### config.mk
export PLATFORM = sky130hd
export DESIGN_NAME = time_command_frame_parser
export DESIGN_NICKNAME = d
export VERILOG_FILES = /design/src/rtl/tcfp_pkg.sv /design/src/rtl/tcfp_front.sv /design/src/rtl/tcfp_fifo.sv /design/src/rtl/tcfp_back.sv /design/src/rtl/time_command_frame_parser.sv
export SDC_FILE = /design/constraint.sdc
export NUM_CORES = 1
export LEC_CHECK = 0
export BUFFER_PORTS_ARGS = -buffer_cell sky130_fd_sc_hd__clkbuf_2
export CORE_MARGIN = 8
export CORE_UTILIZATION = 25
export DETAILED_ROUTE_END_ITERATION = 10
export PLACE_DENSITY_LB_ADDON = 0.08
export SYNTH_ARGS = -nofsm -noshare
export SYNTH_HDL_FRONTEND = slang
export SYNTH_SLANG_ARGS = --single-unit
### constraint.sdc
create_clock -name clk_i -period 3.8 [get_ports clk_i]
set_clock_uncertainty 0.2 [all_clocks]
set_input_delay 0.57 -clock clk_i [delete_from_list [all_inputs] [get_ports clk_i]]
set_output_delay 0.57 -clock clk_i [all_outputs]
set_load 0.02 [all_outputs]
### src/rtl/tcfp_pkg.sv
// Shared types and constants of the time command frame parser.
// Holds the register index codes, the queued job record and the result record.
// No dependencies.
`default_nettype none

package tcfp_pkg;

  typedef enum logic [2:0] {
    RegStartCode     = 3'd0,
    RegCodeGetTime   = 3'd1,
    RegCodeResetTime = 3'd2,
    RegCodeSetMode   = 3'd3,
    RegCodeHour      = 3'd4,
    RegCodeMinute    = 3'd5,
    RegCodeSecond    = 3'd6
  } reg_idx_e;

  typedef enum logic [1:0] {
    UpdNone   = 2'd0,
    UpdHour   = 2'd1,
    UpdMinute = 2'd2,
    UpdSecond = 2'd3
  } update_kind_e;

  localparam int unsigned ReplyItems = 12;

  typedef struct packed {
    logic              is_get;
    logic              frame_valid;
    logic              reset_request;
    update_kind_e      update_kind;
    logic [7:0]        update_value;
    logic [7:0]        start;
    logic [2:0][7:0]   code;
    logic [2:0][7:0]   now;
  } job_t;

  typedef struct packed {
    logic         has_tx;
    logic [7:0]   tx_byte;
    logic         frame_valid;
    logic         reset_request;
    update_kind_e update_kind;
    logic [7:0]   update_value;
    logic         last;
  } item_t;

endpackage

`default_nettype wire

### src/rtl/tcfp_front.sv
// Front end: configuration registers, frame assembly, checksum check and dispatch.
// Produces one job per accepted byte. Depends on tcfp_pkg.
`default_nettype none

module tcfp_front import tcfp_pkg::*; (
  input  wire logic       clk_i,
  input  wire logic       rst_ni,
  input  wire logic       cfg_we_i,
  input  wire logic [2:0] cfg_idx_i,
  input  wire logic [7:0] cfg_data_i,
  input  wire logic       accept_i,
  input  wire logic [7:0] rx_byte_i,
  input  wire logic [7:0] now_hour_i,
  input  wire logic [7:0] now_minute_i,
  input  wire logic [7:0] now_second_i,
  output job_t            job_o
);

  logic [7:0] start_q, get_q, rst_code_q, mode_q, hour_q, minute_q, second_q;
  logic [1:0] pos_q, pos_sel;
  logic [7:0] store_q [3];
  logic       set_en_q, set_en_d;
  logic [7:0] cmd, par;
  logic       good;

  always_comb begin
    pos_sel  = (rx_byte_i == start_q) ? 2'd0 : pos_q;
    cmd      = store_q[1];
    par      = store_q[2];
    good     = (store_q[0] == start_q) && (rx_byte_i == 8'(cmd + par));
    set_en_d = set_en_q;
    job_o    = '0;
    job_o.start  = start_q;
    job_o.code   = {second_q, minute_q, hour_q};
    job_o.now    = {now_second_i, now_minute_i, now_hour_i};
    if (pos_sel == 2'd3 && good) begin
      job_o.frame_valid = 1'b1;
      priority if (cmd == get_q) begin
        job_o.is_get = 1'b1;
      end else if (cmd == rst_code_q) begin
        job_o.reset_request = 1'b1;
      end else if (cmd == mode_q) begin
        set_en_d = (par != 8'd0);
      end else if (cmd == hour_q) begin
        if (set_en_q) begin
          job_o.update_kind  = UpdHour;
          job_o.update_value = par;
        end
      end else if (cmd == minute_q) begin
        if (set_en_q) begin
          job_o.update_kind  = UpdMinute;
          job_o.update_value = par;
        end
      end else if (cmd == second_q) begin
        if (set_en_q) begin
          job_o.update_kind  = UpdSecond;
          job_o.update_value = par;
        end
      end else begin
        set_en_d = set_en_q;
      end
    end
  end

  always_ff @(posedge clk_i or negedge rst_ni) begin
    if (!rst_ni) begin
      start_q    <= 8'd85;
      get_q      <= 8'd1;
      rst_code_q <= 8'd2;
      mode_q     <= 8'd3;
      hour_q     <= 8'd4;
      minute_q   <= 8'd5;
      second_q   <= 8'd6;
      pos_q      <= 2'd0;
      set_en_q   <= 1'b0;
    end else begin
      if (cfg_we_i) begin
        unique case (cfg_idx_i)
          RegStartCode:     start_q    <= cfg_data_i;
          RegCodeGetTime:   get_q      <= cfg_data_i;
          RegCodeResetTime: rst_code_q <= cfg_data_i;
          RegCodeSetMode:   mode_q     <= cfg_data_i;
          RegCodeHour:      hour_q     <= cfg_data_i;
          RegCodeMinute:    minute_q   <= cfg_data_i;
          RegCodeSecond:    second_q   <= cfg_data_i;
          default: ;
        endcase
      end
      if (accept_i) begin
        pos_q    <= (pos_sel == 2'd3) ? 2'd0 : pos_sel + 2'd1;
        set_en_q <= set_en_d;
      end
    end
  end

  always_ff @(posedge clk_i) begin
    if (accept_i && pos_sel != 2'd3) begin
      store_q[pos_sel] <= rx_byte_i;
    end
  end

endmodule

`default_nettype wire

### src/rtl/tcfp_fifo.sv
// Short job queue between the front end and the back end.
// Register array with head and tail pointers. Depends on tcfp_pkg.
`default_nettype none

module tcfp_fifo import tcfp_pkg::*; #(
  parameter int unsigned Depth = 4
) (
  input  wire logic clk_i,
  input  wire logic rst_ni,
  input  wire logic wr_i,
  input  job_t      wr_data_i,
  input  wire logic rd_i,
  output job_t      rd_data_o,
  output logic      full_o,
  output logic      empty_o
);

  localparam int unsigned PtrW = (Depth > 1) ? $clog2(Depth) : 1;
  localparam int unsigned CntW = $clog2(Depth + 1);

  job_t            mem_q [Depth];
  logic [PtrW-1:0] wr_ptr_q, rd_ptr_q;
  logic [CntW-1:0] cnt_q;
  logic            do_wr, do_rd;

  assign full_o    = (cnt_q == CntW'(Depth));
  assign empty_o   = (cnt_q == '0);
  assign do_wr     = wr_i && !full_o;
  assign do_rd     = rd_i && !empty_o;
  assign rd_data_o = mem_q[rd_ptr_q];

  always_ff @(posedge clk_i or negedge rst_ni) begin
    if (!rst_ni) begin
      wr_ptr_q <= '0;
      rd_ptr_q <= '0;
      cnt_q    <= '0;
    end else begin
      if (do_wr) begin
        wr_ptr_q <= (wr_ptr_q == PtrW'(Depth - 1)) ? '0 : wr_ptr_q + 1'b1;
      end
      if (do_rd) begin
        rd_ptr_q <= (rd_ptr_q == PtrW'(Depth - 1)) ? '0 : rd_ptr_q + 1'b1;
      end
      if (do_wr && !do_rd) begin
        cnt_q <= cnt_q + 1'b1;
      end else if (do_rd && !do_wr) begin
        cnt_q <= cnt_q - 1'b1;
      end
    end
  end

  always_ff @(posedge clk_i) begin
    if (do_wr) begin
      mem_q[wr_ptr_q] <= wr_data_i;
    end
  end

endmodule

`default_nettype wire

### src/rtl/tcfp_back.sv
// Back end: expands queued jobs into result items and holds the output register.
// A get-time job is sent as twelve reply bytes, one per cycle unless the output register is held. Depends on tcfp_pkg.
`default_nettype none

module tcfp_back import tcfp_pkg::*; (
  input  wire logic clk_i,
  input  wire logic rst_ni,
  input  wire logic job_valid_i,
  input  job_t      job_i,
  output logic      job_pop_o,
  input  wire logic pop_i,
  output logic      empty_o,
  output item_t     item_o
);

  logic [3:0] cnt_q;
  logic       out_valid_q;
  item_t      out_q, item_d;
  logic       advance;
  logic [7:0] code, now;
  logic       last_reply;

  assign advance    = !out_valid_q || pop_i;
  assign last_reply = (cnt_q == 4'(ReplyItems - 1));
  assign job_pop_o  = advance && job_valid_i && (!job_i.is_get || last_reply);
  assign empty_o    = !out_valid_q;
  assign item_o     = out_q;

  always_comb begin
    unique case (cnt_q[3:2])
      2'd0:    begin code = job_i.code[0]; now = job_i.now[0]; end
      2'd1:    begin code = job_i.code[1]; now = job_i.now[1]; end
      default: begin code = job_i.code[2]; now = job_i.now[2]; end
    endcase
    item_d = '0;
    if (job_i.is_get) begin
      item_d.has_tx      = 1'b1;
      item_d.frame_valid = 1'b1;
      item_d.last        = last_reply;
      unique case (cnt_q[1:0])
        2'd0:    item_d.tx_byte = job_i.start;
        2'd1:    item_d.tx_byte = code;
        2'd2:    item_d.tx_byte = now;
        default: item_d.tx_byte = 8'(code + now);
      endcase
    end else begin
      item_d.frame_valid   = job_i.frame_valid;
      item_d.reset_request = job_i.reset_request;
      item_d.update_kind   = job_i.update_kind;
      item_d.update_value  = job_i.update_value;
      item_d.last          = 1'b1;
    end
  end

  always_ff @(posedge clk_i or negedge rst_ni) begin
    if (!rst_ni) begin
      out_valid_q <= 1'b0;
      cnt_q       <= '0;
    end else if (advance) begin
      out_valid_q <= job_valid_i;
      if (job_valid_i && job_i.is_get) begin
        cnt_q <= last_reply ? '0 : cnt_q + 4'd1;
      end
    end
  end

  always_ff @(posedge clk_i) begin
    if (advance && job_valid_i) begin
      out_q <= item_d;
    end
  end

endmodule

`default_nettype wire

### src/rtl/time_command_frame_parser.sv
// Top level of the time command frame parser.
// Instantiates tcfp_front, tcfp_fifo and tcfp_back. Depends on tcfp_pkg.
//
// Usage: received bytes enter through a queue-style port (push, full) together
// with the current hour, minute and second. Each accepted byte produces result
// transactions on the output queue port (empty, pop): one transaction per byte,
// or twelve reply-byte transactions for a valid get-time frame, the final one
// marked by last. Configuration registers are written through cfg_we_i,
// cfg_idx_i and cfg_data_i while the block is idle; indexes beyond six are
// ignored.
// The front end accepts one byte per cycle while full is low. A byte's results
// pass through the job queue and then the output register. The back end delivers
// one result per cycle unless pop is held low, so a get-time frame occupies it
// for twelve results; the QueueDepth-entry job queue absorbs bytes until full rises.
// When the receiver holds pop low, the output register holds its transaction,
// the back end stops, and the queue fills until full stops the sender.
// Reset restores the register defaults, the frame position and the set
// enable, and empties the queue and the output register.
`default_nettype none

module time_command_frame_parser import tcfp_pkg::*; #(
  parameter int unsigned QueueDepth = 4
) (
  input  wire logic       clk_i,
  input  wire logic       rst_ni,
  input  wire logic       cfg_we_i,
  input  wire logic [2:0] cfg_idx_i,
  input  wire logic [7:0] cfg_data_i,
  input  wire logic       push,
  output logic            full,
  input  wire logic [7:0] rx_byte_i,
  input  wire logic [7:0] now_hour_i,
  input  wire logic [7:0] now_minute_i,
  input  wire logic [7:0] now_second_i,
  output logic            empty,
  input  wire logic       pop,
  output logic            has_tx_o,
  output logic [7:0]      tx_byte_o,
  output logic            frame_valid_o,
  output logic            reset_request_o,
  output logic [1:0]      update_kind_o,
  output logic [7:0]      update_value_o,
  output logic            last_o
);

  job_t  front_job, head_job;
  logic  accept, q_empty, q_pop;
  item_t item;

  assign accept = push && !full;

  tcfp_front u_front (
    .clk_i        (clk_i),
    .rst_ni       (rst_ni),
    .cfg_we_i     (cfg_we_i),
    .cfg_idx_i    (cfg_idx_i),
    .cfg_data_i   (cfg_data_i),
    .accept_i     (accept),
    .rx_byte_i    (rx_byte_i),
    .now_hour_i   (now_hour_i),
    .now_minute_i (now_minute_i),
    .now_second_i (now_second_i),
    .job_o        (front_job)
  );

  tcfp_fifo #(
    .Depth (QueueDepth)
  ) u_fifo (
    .clk_i     (clk_i),
    .rst_ni    (rst_ni),
    .wr_i      (accept),
    .wr_data_i (front_job),
    .rd_i      (q_pop),
    .rd_data_o (head_job),
    .full_o    (full),
    .empty_o   (q_empty)
  );

  tcfp_back u_back (
    .clk_i       (clk_i),
    .rst_ni      (rst_ni),
    .job_valid_i (!q_empty),
    .job_i       (head_job),
    .job_pop_o   (q_pop),
    .pop_i       (pop),
    .empty_o     (empty),
    .item_o      (item)
  );

  assign has_tx_o        = item.has_tx;
  assign tx_byte_o       = item.tx_byte;
  assign frame_valid_o   = item.frame_valid;
  assign reset_request_o = item.reset_request;
  assign update_kind_o   = item.update_kind;
  assign update_value_o  = item.update_value;
  assign last_o          = item.last;

endmodule

`default_nettype wire
Yosys cells after proc, flatten, opt, wreduce, memory -nomap -nowiden:

Memory sizes are Yosys's and may differ from the RTL's.
Index checks and enable logic that the tools add are counted.

* register bits after elaboration: 93
* memory bits (writable): 300
* input port bits: 48
* output and inout bits: 24
* memories kept: 2
* word-level logic and storage cells: 118

Memory list
* u_fifo.mem_q: words 4, bits a word 69, rd ports 1, clocked after Yosys merged registers in 0, write ports 1, RTL line tcfp_fifo.sv:21 `job_t mem_q [Depth];`
* u_front.store_q: words 3, bits a word 8, rd ports 3, clocked after Yosys merged registers in 0, write ports 1, RTL line tcfp_front.sv:21 `logic [7:0] store_q [3];`

* add/sub/neg operators: 8
* reduce and logical (&&, ||, !) cells: 34
* equal/unequal tests: 24
* mux-type cells: 27
* bitwise gates (word level): 2

Operator list (count)
* equality test 8 bit: 9
* 2-to-1 mux 10 bit: 7
* case mux 8 bit (2 select lines): 2
* case mux 8 bit (3 select lines): 1
* 2-to-1 mux 9 bit: 2
* adder 8 bit: 2
* AND reduction 2 bit: 8
* 2-to-1 mux 13 bit: 1
* equality test 3 bit, second input constant: 4
* logical AND 1 bit: 11
* 2-to-1 mux 11 bit: 1
* equality test 2 bit, second input constant: 4
* 2-to-1 mux 2 bit: 4
* nonzero test 8 bit: 1
* adder 2 x 1 -> 2 bit, second input constant: 3
* equality test 3 x 2 -> 1 bit, second input constant: 2
* logical NOT 1 bit: 6
* logical NOT 3 bit: 2
* 2-to-1 mux 1 bit: 6
* 2-to-1 mux 3 bit: 2
* AND reduction 5 bit: 1
* adder 4 x 1 -> 4 bit, second input constant: 1
* equality test 2 x 1 -> 1 bit, second input constant: 2
* equality test 4 bit, second input constant: 1
* 9 further kinds: 12

Longest topological paths before layout:

Gate-level depths: netlist (run 1).
An unclocked memory read counts as a cell.

* depth after elaboration: 9
* depth in mapped cells: 14
* gate-level depth less buffers: 11

Hierarchy:

From an unflattened synthesis (run 1), not the netlist that was laid out.

* cells, all modules: 954
* area total of the unflattened synthesis: 17041.3 sq um

Modules (own cells, without submodules)
* tcfp_fifo: cells each 398, seq. area each 8463.1 sq um, area an instance 10488.8 sq um, times used 1
* tcfp_front: cells each 360, seq. area each 2213.4 sq um, area an instance 4576.9 sq um, times used 1
* tcfp_back: cells each 194, seq. area each 785.8 sq um, area an instance 1958.1 sq um, times used 1
* time_command_frame_parser: cells each 2, seq. area each 0.0 sq um, area an instance 17.5 sq um, times used 1

Worst setup path after synthesis (run 1):

OpenSTA, ideal clock, no wires.

* path kind: register to register
* from: register u_fifo.rd_ptr_q[0]
* to: register u_back.out_q (netlist bit u_back.item_o[19]), data pin
* data arrival time: 3025 ps
* path buffers: 3
* period minus slack after synthesis: 3499 ps
* setup slack: 301 ps
* stages on the path, launching flop included: 15
* required time: 3326 ps
* library setup time: 274 ps
* path through: dfrtp_1 > buf_6 > buf_12 > buf_6 > mux4_2 > mux2i_1 > o21ai_0 > ha_1 > fa_1 > a21o_1 > a21oi_1 > o21bai_1 > a21oi_1 > xor2_1 > a221oi_1

* cells in the longest elaborated chain, start to end: 4
* elaborated cells between the ends (all ways): 5
* those cells by class: 1 x add/sub; 3 x mux; 1 x memory

Ends and longest elaborated chain
* start, declared: RTL line tcfp_fifo.sv:22 `logic [PtrW-1:0] wr_ptr_q, rd_ptr_q;`
* start signal, assigned: RTL line tcfp_fifo.sv:42 `rd_ptr_q <= (rd_ptr_q == PtrW'(Depth - 1)) ? '0 : rd_ptr_q + 1'b1;`
* memory (4 x 69 bit) *
* case mux 8 bit (2 select lines): RTL line tcfp_back.sv:30 `unique case (cnt_q[3:2])`
* adder 8 bit: RTL line tcfp_back.sv:44 `default: item_d.tx_byte = 8'(code + now);`
* case mux 8 bit (3 select lines): RTL line tcfp_back.sv:40 `unique case (cnt_q[1:0])`
* end signal, assigned: RTL line tcfp_back.sv:69 `out_q <= item_d;`
* end, declared: RTL line tcfp_back.sv:18 `item_t out_q, item_d;`

Mark *: on every way between the ends. The rest lies on a longest branch, timed or not.
A chain may end at the register's enable or synchronous reset.

Worst setup path after layout (run 1):

Ends and elaborated chain as after synthesis.

==> results of run 1 <==
==> state kept, by name, indices dropped and copies added, names as in the netlist, 3 cells and up <==
name / flops
u_back.item_o: 22
u_fifo.cnt_q: 3
u_front.store_q: 24
u_front.get_q: 8
u_front.mode_q: 8
u_front.start_q: 8
u_front.second_q: 8
u_back.cnt_q: 4
u_front.hour_q: 8
u_front.minute_q: 8
u_front.rst_code_q: 8
u_fifo.mem_q: 276
==> how the worst max path moves through the flow <==
stage	start	end	slack [ns]	depth (start not counted)
global placement	u_fifo.rd_ptr_q[0]	u_back.item_o[20]	-0.002	11
finish	u_fifo.rd_ptr_q[0]	u_back.item_o[19]	0.15	13
floorplan	u_fifo.rd_ptr_q[0]	u_back.item_o[19]	0.30	14
global route	u_fifo.rd_ptr_q[0]	u_back.item_o[19]	-0.01	13
detailed placement	u_fifo.rd_ptr_q[0]	u_back.item_o[20]	-0.02	11
CTS	u_fifo.rd_ptr_q[0]	u_back.item_o[20]	0.13	11
==> timing repair <==
item | 4_1_cts | 5_1_grt
gates cloned | 0 | 0
setup buffers | 6 | 3
endpoints found under the setup margin | 1 | 2
hold buffers | 24 | 0
hold endpoints to repair | 115 | 0
gates resized for setup | 0 | 3
==> through the flow <==
step           setup TNS [ns]  cells
4_1_cts                     0   2004
2_1_floorplan               0    930
3_3_place_gp         -0.00233   1890
5_1_grt               -0.0137   2007
6_report                    0   2007
3_5_place_dp          -0.0184   1890
==> synthesized netlist by cell type, drive strengths merged, types with 2 or more instances <==
cell type and instances:
a21o 3, a21oi 14, a221oi 9, a22oi 5, and2 6, and3 3
buf 23, clkbuf 16, dfrtp 58, dfstp 13, edfxtp 322, fa 3
ha 28, inv 23, mux2 61, mux2i 16, mux4 69, nand2 41
nand2b 3, nand3 8, nand4 11, nand4b 3, nor2 10, nor2b 11
nor3 18, nor3b 7, nor4 13, o21a 2, o21ai 29, o21bai 2
or2 2, xnor2 40, xor2 45
==> layout make-up <==
type                       instances  area share, %
clock buffer                      55           5.96
multi-input combinational        475           24.0
inverter                          23          0.427
clock inverter                    29           1.34
sequential                       393           56.7
timing repair buffer             168           6.30
tap                              864           5.34
==> metal layers <==
metal,global-route usage [%],routed length [um],up-vias,part of all wire (%)
li1,-,-,4002,-
met1,15.8,20700,4517,48
met2,18.8,20400,122,47
met3,1.96,1270,57,2.9
met4,3.33,899,0,2.1
met5,0,0,-,0
==> kinds of logic (layout without fill, tap and decap cells) <==
family                     Yosys count  after routing  synth area share, %
DFF                                393            393                 69.0
buffers and inverters               62            275                 1.87
xor gates and xnor gates            86             86                 4.67
muxes                              146            146                 14.7
and+or+nand+nor                    141            141                 4.60
AOI/OAI and AO/OA                   71             71                 2.68
adders and majority gates           31             31                 2.47
==> critical path: stages, from the launching register on <==
cell and delay, ns:
dfrtp_4 0.48, clkbuf_4 0.23, buf_6 0.19, mux4_2 0.50, nand2_1 0.09, o21ai_0 0.16, buf_4 0.19, fa_1 0.40
a21o_1 0.18, a21oi_1 0.21, o21bai_1 0.10, a21oi_1 0.18, xor2_1 0.16, a221oi_1 0.09
==> power groups by stage <==
stage	clock network, mW	logic [mW]	registers [mW]
5_1_grt	4.70	6.00	6.56
2_1_floorplan	0	3.56	6.45
4_1_cts	4.56	5.54	6.49
3_5_place_dp	0	5.42	6.60
6_report	4.38	5.47	6.44
3_3_place_gp	0	5.46	6.59
==> impl_summary.md, run 1 <==
Placement
The final weighted congestion in routability-driven placement is ~0.73. The pre-CTS setup slack is -0.0184 ns. The number of buffers added on ports is 71. The post-detailed-placement half-perimeter wirelength is 29,600 um.

The instance area after placement is 18,400 sq um.

Synthesis
The number of flops mapped to enable cells by yosys is 322. Summing the sequential cell areas from Yosys gives 69.0% of the chip area. When the netlist entered floorplanning its net count stood at 1,009. The most frequently used flop master after synthesis is edfxtp_1. The share of async-settable or async-resettable flops after synthesis is 18.1%.

The number of different library cells in the post-synthesis netlist is 57. The flip-flop and latch count after synthesis is 393. Counting every instance in the synthesized netlist gives 930. The mean post-synth cell area is 17.9 sq um.

The synthesized design spends more area on one cell type than any other, namely edfxtp_1. The Yosys warning count is 0. Ranked by total cell area, the synthesized netlist is headed by edfxtp_1 (58%), dfrtp_1 (8.7%), mux4_2 (8.1%). Summing every instance area after synthesis gives about 17,000 sq um. After synthesis, the largest area contributor takes up 58.2% of total cell area.

STA
The final number of setup-violating endpoints is 0. The minimum setup slack in the final design is 0.149 ns. Across all hold checks on the routed design, the worst slack comes to about 0.044 ns. The clock period minus worst slack is 3.65 ns.

For this run, the top clock speed supported by timing is 0.274 GHz. The max-slew violation total from the final report was 0. The transition time of the tightest slew-check pin is just over 1 ns.

The worst path uses 96.1% of the clock period. The final hold violation count is 0. The worst max-slew margin expressed relative to the limit is 30.4%.

Critical path
The highest fanout seen on the critical path is 8. The capturing element type of the critical path is a flop. The type of the worst setup path is flop to flop. The endpoint of the worst register-to-register path is u_back.item_o[19]. STA puts the critical path data arrival time at roughly 3.7 ns.

The source of the worst register-to-register timing path is u_fifo.rd_ptr_q[0]. The number of cells on the worst reg-to-reg path is 13. The critical path data required time is 3.89 ns. The reg2reg setup slack is 0.15 ns. STA classifies the critical path startpoint as a flop.

Clock network
The CTS tree is done. The number of clock buffers inserted by TritonCTS is 46. Clock-pin slew was measured on the worst setup and hold paths at 0.06 ns. The H-tree was split into 2 levels. The clock passes through at most 3 buffers. The clock latency at the later pin of the worst-skew pair is 0.57 ns.

The root buffer cell chosen for the clock tree is clkbuf_16. The clock net sink count is 393.

Route
The DRC violation count after routing is 0. The via density per instance is approximately 4.3. The detail route stage leaves a number of antenna-violating nets equal to 0.

The wire length after detailed routing is between 40,000 and 50,000 um. The count of TritonRoute iterations in the first routing pass is 4. The detailed router placed 8,698 vias in this run. The number of DRC markers in iteration 0 is 398. After detailed routing, the average wire length per cell comes to 21.6 um.

Pwr
The power per unit of standard cell area is 805 nW/um^2. The sequential share of power is about two fifths. The cell-internal power is 11.0 mW.

The largest vdd supply drop is ~0.29 mV. Summed over all nets, the switching power comes to around 5.3 mW. The leakage power total is 7.19 nW.

The power consumption is 16.3 mW. Combinational logic is responsible for roughly a third of the overall power. The power share of the clock group is 26.9%. The fraction of power spent switching nets is 32.5%.

Floorplan
The floorplan step defined a core boundary enclosing around 66,000 sq um. Measured along the x axis, the die boundary spans roughly 270 um. The die height is 274 um. The initial utilization of the core area, before any placement, comes to 25.3%. Row generation in the floorplan step produced 94 rows. The total I/O pin count is 72. The floorplan step defined a die boundary enclosing 74,900 sq um.

Flow run
The tool flagged a number of max-cap violations equal to 0.

Cells and area
The utilization of the core after routing is 30.8%. Leaving out fill and tap cells, the most frequent cells in the layout are edfxtp_1 (322), clkbuf_2 (70), buf_4 (62), mux2_2 (61), mux4_2 (60). The most common cell after layout, fill and taps aside is edfxtp_1. The fraction of layout cells with a size suffix above 1 is between 30% and 40%. The number of antenna diodes is 0. The synthesis-to-finish area growth is 21.9%. In the final layout, the multi-input gates occupy ~4900 sq um. Registers take about 11,000 sq um. The filler cells instantiated in the layout total around 6,500.

The net count of the finished layout is 1,186. After routing the design area is slightly above 20,000 sq um.

Global route
The number of global-route vias before repair is between 9,000 and 10,000. The total global-route track usage is 11.6%. Entering global routing, the biggest net connects 41 pins. The global-route wire length before repair is about 65,000 um. The initial antenna violation count is 0. The overall overflow remaining after global route is 0.

Run status
The run finished with clean final reports.

Worst hold path
The hold-critical path depth is 1. The launch point of the worst hold path is now_hour_i[1]. The worst hold path terminates at u_fifo.mem_q[0][1]. The worst hold path belongs to the class primary input to flop.
(Power assumes the default switching activity.)
==> run 2: changes to the inputs <==
- CORE_MARGIN: 8 -> 10
- CTS_BUF_LIST: not set -> sky130_fd_sc_hd__clkbuf_8
==> run 2 against run 1 <==
Compared with the run above:
- total power shrank 4.9%
- clock power shrank 16%
- final cell count grew 2.4%
- utilization shrank 0.29 points
- worst setup slack gained 0.085 ns
- combinational power shrank 2%
- critical path depth shrank 1
- hold slack gained 0.047 ns
- critical endpoint unchanged
- largest power group unchanged
==> impl_summary.md, run 2 (synthesized netlist as in run 1, its figures left out) <==
Clock network
The buffer cell driving the clock tree root is clkbuf_8. The number of clock buffers inserted by TritonCTS is 73 (+59%). The clock tree buffer depth came to 3 (unchanged). The clock transition time at the flip-flop clock pins of the worst setup and hold paths came to 0.06 ns (about the same). The clock latency at the later pin of the worst-skew pair is 0.64 ns (+0.07 ns). The H-tree depth reported by CTS was 3 (+1). TritonCTS built the clock tree. The clock net sink count is 393 (unchanged).

STA
The max-slew violation total from the final report is 0 (unchanged). The ratio of final minimum period to clock period is 93.8% (-2.2 points). The final hold violation count is 0 (unchanged).

The maximum operating frequency was 0.280 GHz (+2.4%). The final number of setup-violating endpoints is 0 (unchanged). Setup repair after global routing left no endpoint under its margin. The setup TNS was 0 ns (unchanged). The clock period minus worst slack was 3.57 ns (-0.0848 ns). The worst max-slew margin expressed relative to the limit is 14.8% (-16 points). The transition time of the tightest slew-check pin is 1.27 ns (+0.227 ns).

Critical path
The startpoint class of the critical path is a flop. The highest fanout seen on the critical path was 11 (+3). The most critical setup path has its startpoint at u_fifo.rd_ptr_q[0]. The endpoint of the worst register-to-register path is u_back.item_o[19]. The critical path data required time was 3.95 ns (+0.06 ns). The data arrival at the endpoint of the critical path came to 3.72 ns (-0.02 ns). The critical path buffer and inverter count is 1 (-2).

The critical path in this run is classified as flop to flop. The source of the worst register-to-register timing path is u_fifo.rd_ptr_q[0]. STA classifies the critical path endpoint as a flop. The reg2reg setup slack came to 0.23 ns (+0.08 ns). Walking the worst path, the cells encountered are buf_12 > mux4_2 > mux2i_1 > o21ai_0 > ha_1 > fa_1 > a21o_1 > a21oi_2 > o21bai_1 > a21oi_1 > xor2_1 > a221oi_1. The stage delay of the slowest cell on the critical path is 0.50 ns (about the same). The number of cells on the worst reg-to-reg path came to 12 (-1). The slowest stage of the critical path belongs to the cell dfrtp_4.

The cell family contributing the most delay on the critical path is compound AO/OA/AOI/OAI gates.

Worst hold path
The endpoint of the worst hold-timing path is u_front.store_q[1][4]. In this run the most critical hold path is launched from rx_byte_i[4]. The hold-critical path depth is 2 (+1). The class of the tightest hold or removal check is primary input to flop.

Cells and area
The utilization of the core after routing was 30.5% (-0.29 points). Ranked by flip-flop count, first place goes to u_fifo.mem_q. The library cell used most frequently in the layout, excluding fill and tap cells, is edfxtp_1. The top cell types in the final layout, fill and taps aside, are edfxtp_1 (322), clkbuf_8 (77), clkbuf_2 (70), mux2_2 (61), mux4_2 (60). The count of fill cells added during filler insertion is 6,454 (-0.031%). The number of flip-flops in the largest register is 276 (unchanged).

The number of nets in the finished design is 1,212 (+2.2%). The fraction of layout cells with a size suffix above 1 came to 31.6% (+0.62 points). Relative to the synthesized area, the layout overhead comes to 20.8%.

Route
The number of DRC markers in iteration 0 came to 513 (+29%). The DRC violation count after routing is 0 (unchanged). The via total after detailed routing is 8,864 (+1.9%).

The wire length after detailed routing was 43,600 um (+0.77%). The wire length per cell is 21.2 um (-1.6%). The number of nets still failing antenna checks after routing came to 0 (unchanged).

The via density per instance came to 4.31 (-0.47%). The count of TritonRoute iterations in the first routing pass was 4 (unchanged).

Floorplan
The die height was 278 um (+1.5%). The total die area came to 77,100 sq um (+2.9%). The floorplan row count is 94 (unchanged). The starting utilization of the core area is 25.3% (unchanged). The total I/O pin count is 72 (unchanged). The area of the core is 65,700 sq um (unchanged).

The horizontal die dimension is 278 um (+1.5%).

Global route
The global-route wire length before repair is 65,400 um (+0.82%). The initial antenna violation count is 2 (+2). The overall overflow remaining after global route is 0 (unchanged). The total global-route track usage came to 11.3% (-0.27 points). The largest net degree at the start of global routing is 70 (+71%).

The number of global-route vias before repair is 9,753 (+1.1%).

Placement
The number of buffers added on ports is 71 (unchanged). The post-detailed-placement half-perimeter wirelength is 28,500 um (-3.7%). The final weighted congestion in routability-driven placement is 0.729 (-0.84%).

Pwr
The power consumption was 15.5 mW (-4.9%). The largest vdd supply drop is 0.242 mV (-18%). The leakage power total is 7.23 nW (+0.47%). The power per unit of standard cell area was 773 nW/um^2 (-3.9%).

Run status
The run finished with clean final reports.

Flow run
The count of maximum capacitance violations was 0 (unchanged).
run 2: metrics by stage:
stage	hold slack, ns	cells	area (sq um)	worst slack [ns]
after global routing	0.0627	2055	20000	0.00309
after floorplan	0.0744	930	16600	0.301
final	0.0904	2055	20000	0.234
after detailed placement	0.277	1889	18400	0.140
after global placement	0.277	1889	18400	0.192
after CTS	0.0322	2050	20000	0.107
run 2: layout make-up:
class,count,area [sq um],area share (%)
well taps,864,1080,5.39
repair buffers,167,1240,6.17
multi-input cells,475,4860,24.2
clock buffers,77,1060,5.29
clock inverters,52,248,1.24
inverters,23,86.3,0.431
flip-flops and latches,393,11500,57.2
diodes,4,10.0,0.0499
run 2: metal layers:
metal	track usage (%)	vias up	routed length, um
met1	15.1	4594	20600
li1	-	4052	-
met5	0	-	0
met4	3.63	0	833
met3	2.38	62	1640
met2	18.0	156	20600
run 2: timing repair:
action | CTS | global route
buffers inserted | 0 | 1
endpoints found under the setup margin | 0 | 3
gates resized for setup | 0 | 6
hold endpoints to repair | 146 | 0
hold buffers | 32 | 0
run 2: worst max path at each step:
stage	endpoint	slack, ns	cells past startpoint
floorplan	u_back.item_o[19]	0.30	14
global placement	u_back.item_o[19]	0.19	12
detailed placement	u_back.item_o[18]	0.14	10
CTS	u_back.item_o[18]	0.11	10
global route	u_fifo.mem_q[1][57]	0.003	8
finish	u_back.item_o[19]	0.23	12
run 2: worst reg2reg max path: stages (launching register included):
cell and delay (ns):
dfrtp_4 0.50, buf_12 0.18, mux4_2 0.51, mux2i_1 0.17, o21ai_0 0.14, ha_1 0.24
fa_1 0.47, a21o_1 0.19, a21oi_2 0.17, o21bai_1 0.08, a21oi_1 0.17, xor2_1 0.16
a221oi_1 0.09
run 2: power by group:
group | leakage, nW | switching [mW] | total [mW] | internal [mW]
Clock | 0.784 | 1.80 | 3.69 | 1.88
Sequential | 3.81 | 0.554 | 6.45 | 5.90
Combinational | 2.64 | 2.96 | 5.36 | 2.40
==> run 3: changes to the inputs <==
- SYNTH_HIERARCHICAL: not set -> 1
==> run 3 against run 2 <==
Compared with the run above:
- critical path depth unchanged
- clock power grew 14%
- total power is 4.8% higher
- hold slack got worse by 0.0037 ns
- sequential share of layout area down 1.3 points
- synthesized cell count is 2.6% higher
- register-to-register slack got worse by 0.08 ns
- flip-flop and latch count stayed put
- non-clock buffer count increased by 6
- combinational power is 4% higher
==> impl_summary.md, run 3 <==
Clock network
The clock tree buffer depth is 3 (unchanged). The CTS tree is done. The number of clock buffers inserted by TritonCTS is 77 (+5.5%). The clock transition time at the flip-flop clock pins of the worst setup and hold paths is 0.06 ns (about the same). The clock net sink count is 393 (unchanged). The H-tree depth reported by CTS is 3 (unchanged). The clock latency at the later pin of the worst-skew pair is 0.65 ns (about the same).

The buffer cell driving the clock tree root is clkbuf_8.

Floorplan
The area of the core is 67,400 sq um (+2.5%). The floorplan row count is 95 (+1.1%). The total die area is 79,000 sq um (+2.5%).

The die height is 281 um (+1.2%). The starting utilization of the core area was 25.3% (+0.033 points). The total I/O pin count is 72 (unchanged). The horizontal die dimension is 281 um (+1.2%).

Placement
The instance area after placement is 18,700 sq um (+1.6%). The final weighted congestion in routability-driven placement is 0.723 (-0.77%). The number of buffers added on ports came to 71 (unchanged). The post-detailed-placement half-perimeter wirelength is 29,800 um (+4.5%).

Synthesis
The most frequently used flop master after synthesis is edfxtp_1. The mean post-synth cell area is 17.9 sq um (about the same). The share of the synthesized area in the top cell type is 56.7% (-1.5 points). The largest total area in the synthesized netlist belongs to edfxtp_1. Yosys instantiated no cell more often than edfxtp_1. The number of flops mapped to enable cells by yosys is 322 (unchanged). The sequential cell area fraction in the yosys report came to 67.3% (-1.8 points).

Sorting the synthesized cells by area gives the leading types as edfxtp_1 (57%), mux4_2 (9.1%), dfrtp_1 (8.5%). The total standard cell area after synthesis came to 17,000 sq um (+2.6%). The flip-flop and latch count after synthesis is 393 (unchanged). The Yosys warning count came to 6 (+6).

The number of different library cells in the post-synthesis netlist is 62 (+8.8%). The share of async-settable or async-resettable flops after synthesis was 18.1% (unchanged). The number of standard cells after synthesis is 954 (+2.6%). By count the netlist is led by edfxtp_1 (322), mux4_2 (69), mux2_2 (61).

The number of nets produced by synthesis is 1,032 (+2.3%).

Route
The via density per instance is 4.26 (-1.3%). The number of nets still failing antenna checks after routing is 0 (unchanged). The DRC violation count after routing was 0 (unchanged). The via total after detailed routing is 8,867 (+0.034%). The number of DRC markers in iteration 0 is 460 (-10%). The wire length per cell was 21.2 um (-0.17%). The wire length after detailed routing is 44,100 um (+1.1%). The total met2 wirelength after detailed routing is 21,200 um (+2.9%). The top routing layer in use is met4. The sum of routed wire segments on met1 came to 20,400 um (-1.1%). The amount of wire on met3 after detailed routing came to 1620 um (-1.1%).

The count of TritonRoute iterations in the first routing pass is 4 (unchanged).

Cells and area
The largest register by flop count is u_fifo/mem_q. The synthesis-to-finish area growth is 20.5%. The number of nets in the finished design was 1,222 (+0.83%). The most common cell after layout, fill and taps aside is edfxtp_1. The fraction of layout cells with a size suffix above 1 is 36.4% (+4.8 points). The final design instance area without fill is 20,500 sq um (+2.4%). The top cell types in the final layout, fill and taps aside, are edfxtp_1 (322), clkbuf_8 (84), clkbuf_2 (70), mux4_2 (69), buf_4 (65). The number of flip-flops in the largest register is 276 (unchanged).

STA
The maximum operating frequency is 0.274 GHz (-2.3%). Setup repair after global routing left no endpoint under its margin. The ratio of final minimum period to clock period came to 96.0% (+2.2 points). The max-slew violation total from the final report was 0 (unchanged). The setup TNS is 0 ns (unchanged).

The worst max-slew margin expressed relative to the limit is 43.5% (+29 points). The final number of setup-violating endpoints is 0 (unchanged). The final hold violation count was 0 (unchanged). The transition time of the tightest slew-check pin came to 0.843 ns (-0.423 ns). The clock period minus worst slack is 3.65 ns (+0.0823 ns).

Critical path
Traced cell by cell, the critical path runs through buf_4 > mux4_2 > mux2i_1 > o21ai_1 > ha_2 > fa_1 > a21o_1 > a21o_1 > maj3_1 > a21oi_1 > xor2_1 > a21oi_1. The most critical setup path has its startpoint at u_fifo/rd_ptr_q[0]. The stage delay of the slowest cell on the critical path is 0.51 ns (about the same). The worst setup path is launched from a flop. The capturing element type of the critical path is a flop. The highest fanout seen on the critical path is 4 (-7). The critical path buffer and inverter count is 1 (unchanged). The reg2reg setup slack is 0.15 ns (-0.08 ns). The type of the worst setup path is flop to flop. The critical path data required time was 3.99 ns (+0.04 ns).

The cell family contributing the most delay on the critical path is adder cells. The data arrival at the endpoint of the critical path was 3.84 ns (+0.12 ns). The largest individual stage delay along the critical path comes from the cell mux4_2. The source of the worst register-to-register timing path is u_fifo/rd_ptr_q[0].

Global route
The total global-route track usage is 11.5% (+0.18 points). The largest net degree at the start of global routing is 70 (unchanged). The initial antenna violation count is 2 (unchanged).

The overall overflow remaining after global route is 0 (unchanged). The global-route wire length before repair was 66,800 um (+2.2%). The number of global-route vias before repair was 9,964 (+2.2%).

Worst hold path
The launch point of the worst hold path is rx_byte_i[6]. In this run the worst hold path is classified as primary input to flop.

Run status
The run finished with clean final reports.

Pwr
The power consumption is 16.2 mW (+4.8%). The largest vdd supply drop is 0.255 mV (+5.2%). The leakage power total is 7.38 nW (+2.1%). The power per unit of standard cell area is 791 nW/um^2 (+2.3%).

Flow run
The count of maximum capacitance violations came to 0 (unchanged).
-- run 3: repair_timing --
item	CTS	global route
cloned	0	0
buffers inserted	3	1
endpoints found under the hold margin	131	0
hold buffers	26	0
resized for setup	0	9
setup endpoints to repair	1	1
pin swaps	0	0
-- run 3: cell families (layout without fill, tap and decap cells) --
logic type	Yosys count	in the layout	synth area share [%]
flops	393	393	67.3
compound gates	68	68	2.71
buf+inv	84	338	3.35
xor+xnor	88	88	4.69
fa+ha+maj	32	32	2.45
other cells	0	1	0
simple gates	137	137	4.88
mux	152	152	14.7
-- run 3: layout make-up --
cell class	count	area, sq um
clock inverter	59	378
timing repair buffer	173	1320
sequential	393	11500
multi-input combinational	477	5030
antenna	1	2.50
inverter	22	82.6
tap	873	1090
fill	6669	46900
clock buffer	84	1160
-- run 3: power breakdown --
group          switching, mW  total, mW  internal [mW]
Combinational           3.02       5.56           2.54
Clock                   1.88       4.21           2.33
Sequential             0.554       6.48           5.92
Total                   5.45       16.2           10.8
-- run 3: path summary, 6_finish.rpt --
check / end / cells after the start
max: u_back/item_o[19] / 12
min: u_front/store_q[2][6] / 2
max reg2reg: u_back/item_o[19] / 12
min reg2reg: u_front/set_en_q / 1
max in group asynchronous: u_front/rst_code_q[1] / 3
min in group asynchronous: u_fifo/rd_ptr_q[1] / 2
-- run 3: per-stage QoR --
stage | util (%) | setup WS (ns) | hold slack, ns | cells
floorplan | - | 0.242 | 0.0744 | 954
global placement | 27.7 | 0.0319 | 0.291 | 1908
CTS | 30.4 | 0.0582 | 0.0211 | 2080
finish | 30.5 | 0.151 | 0.0868 | 2082
detailed placement | 27.7 | 0.0118 | 0.290 | 1908
global route | 30.5 | 0.00168 | 0.0395 | 2082
-- run 3: layer usage --
layer / vias up / track usage, %
li1: 4066 / -
met1: 4576 / 14.9
met2: 153 / 18.7
met3: 72 / 2.58
met4: 0 / 3.74
met5: - / 0
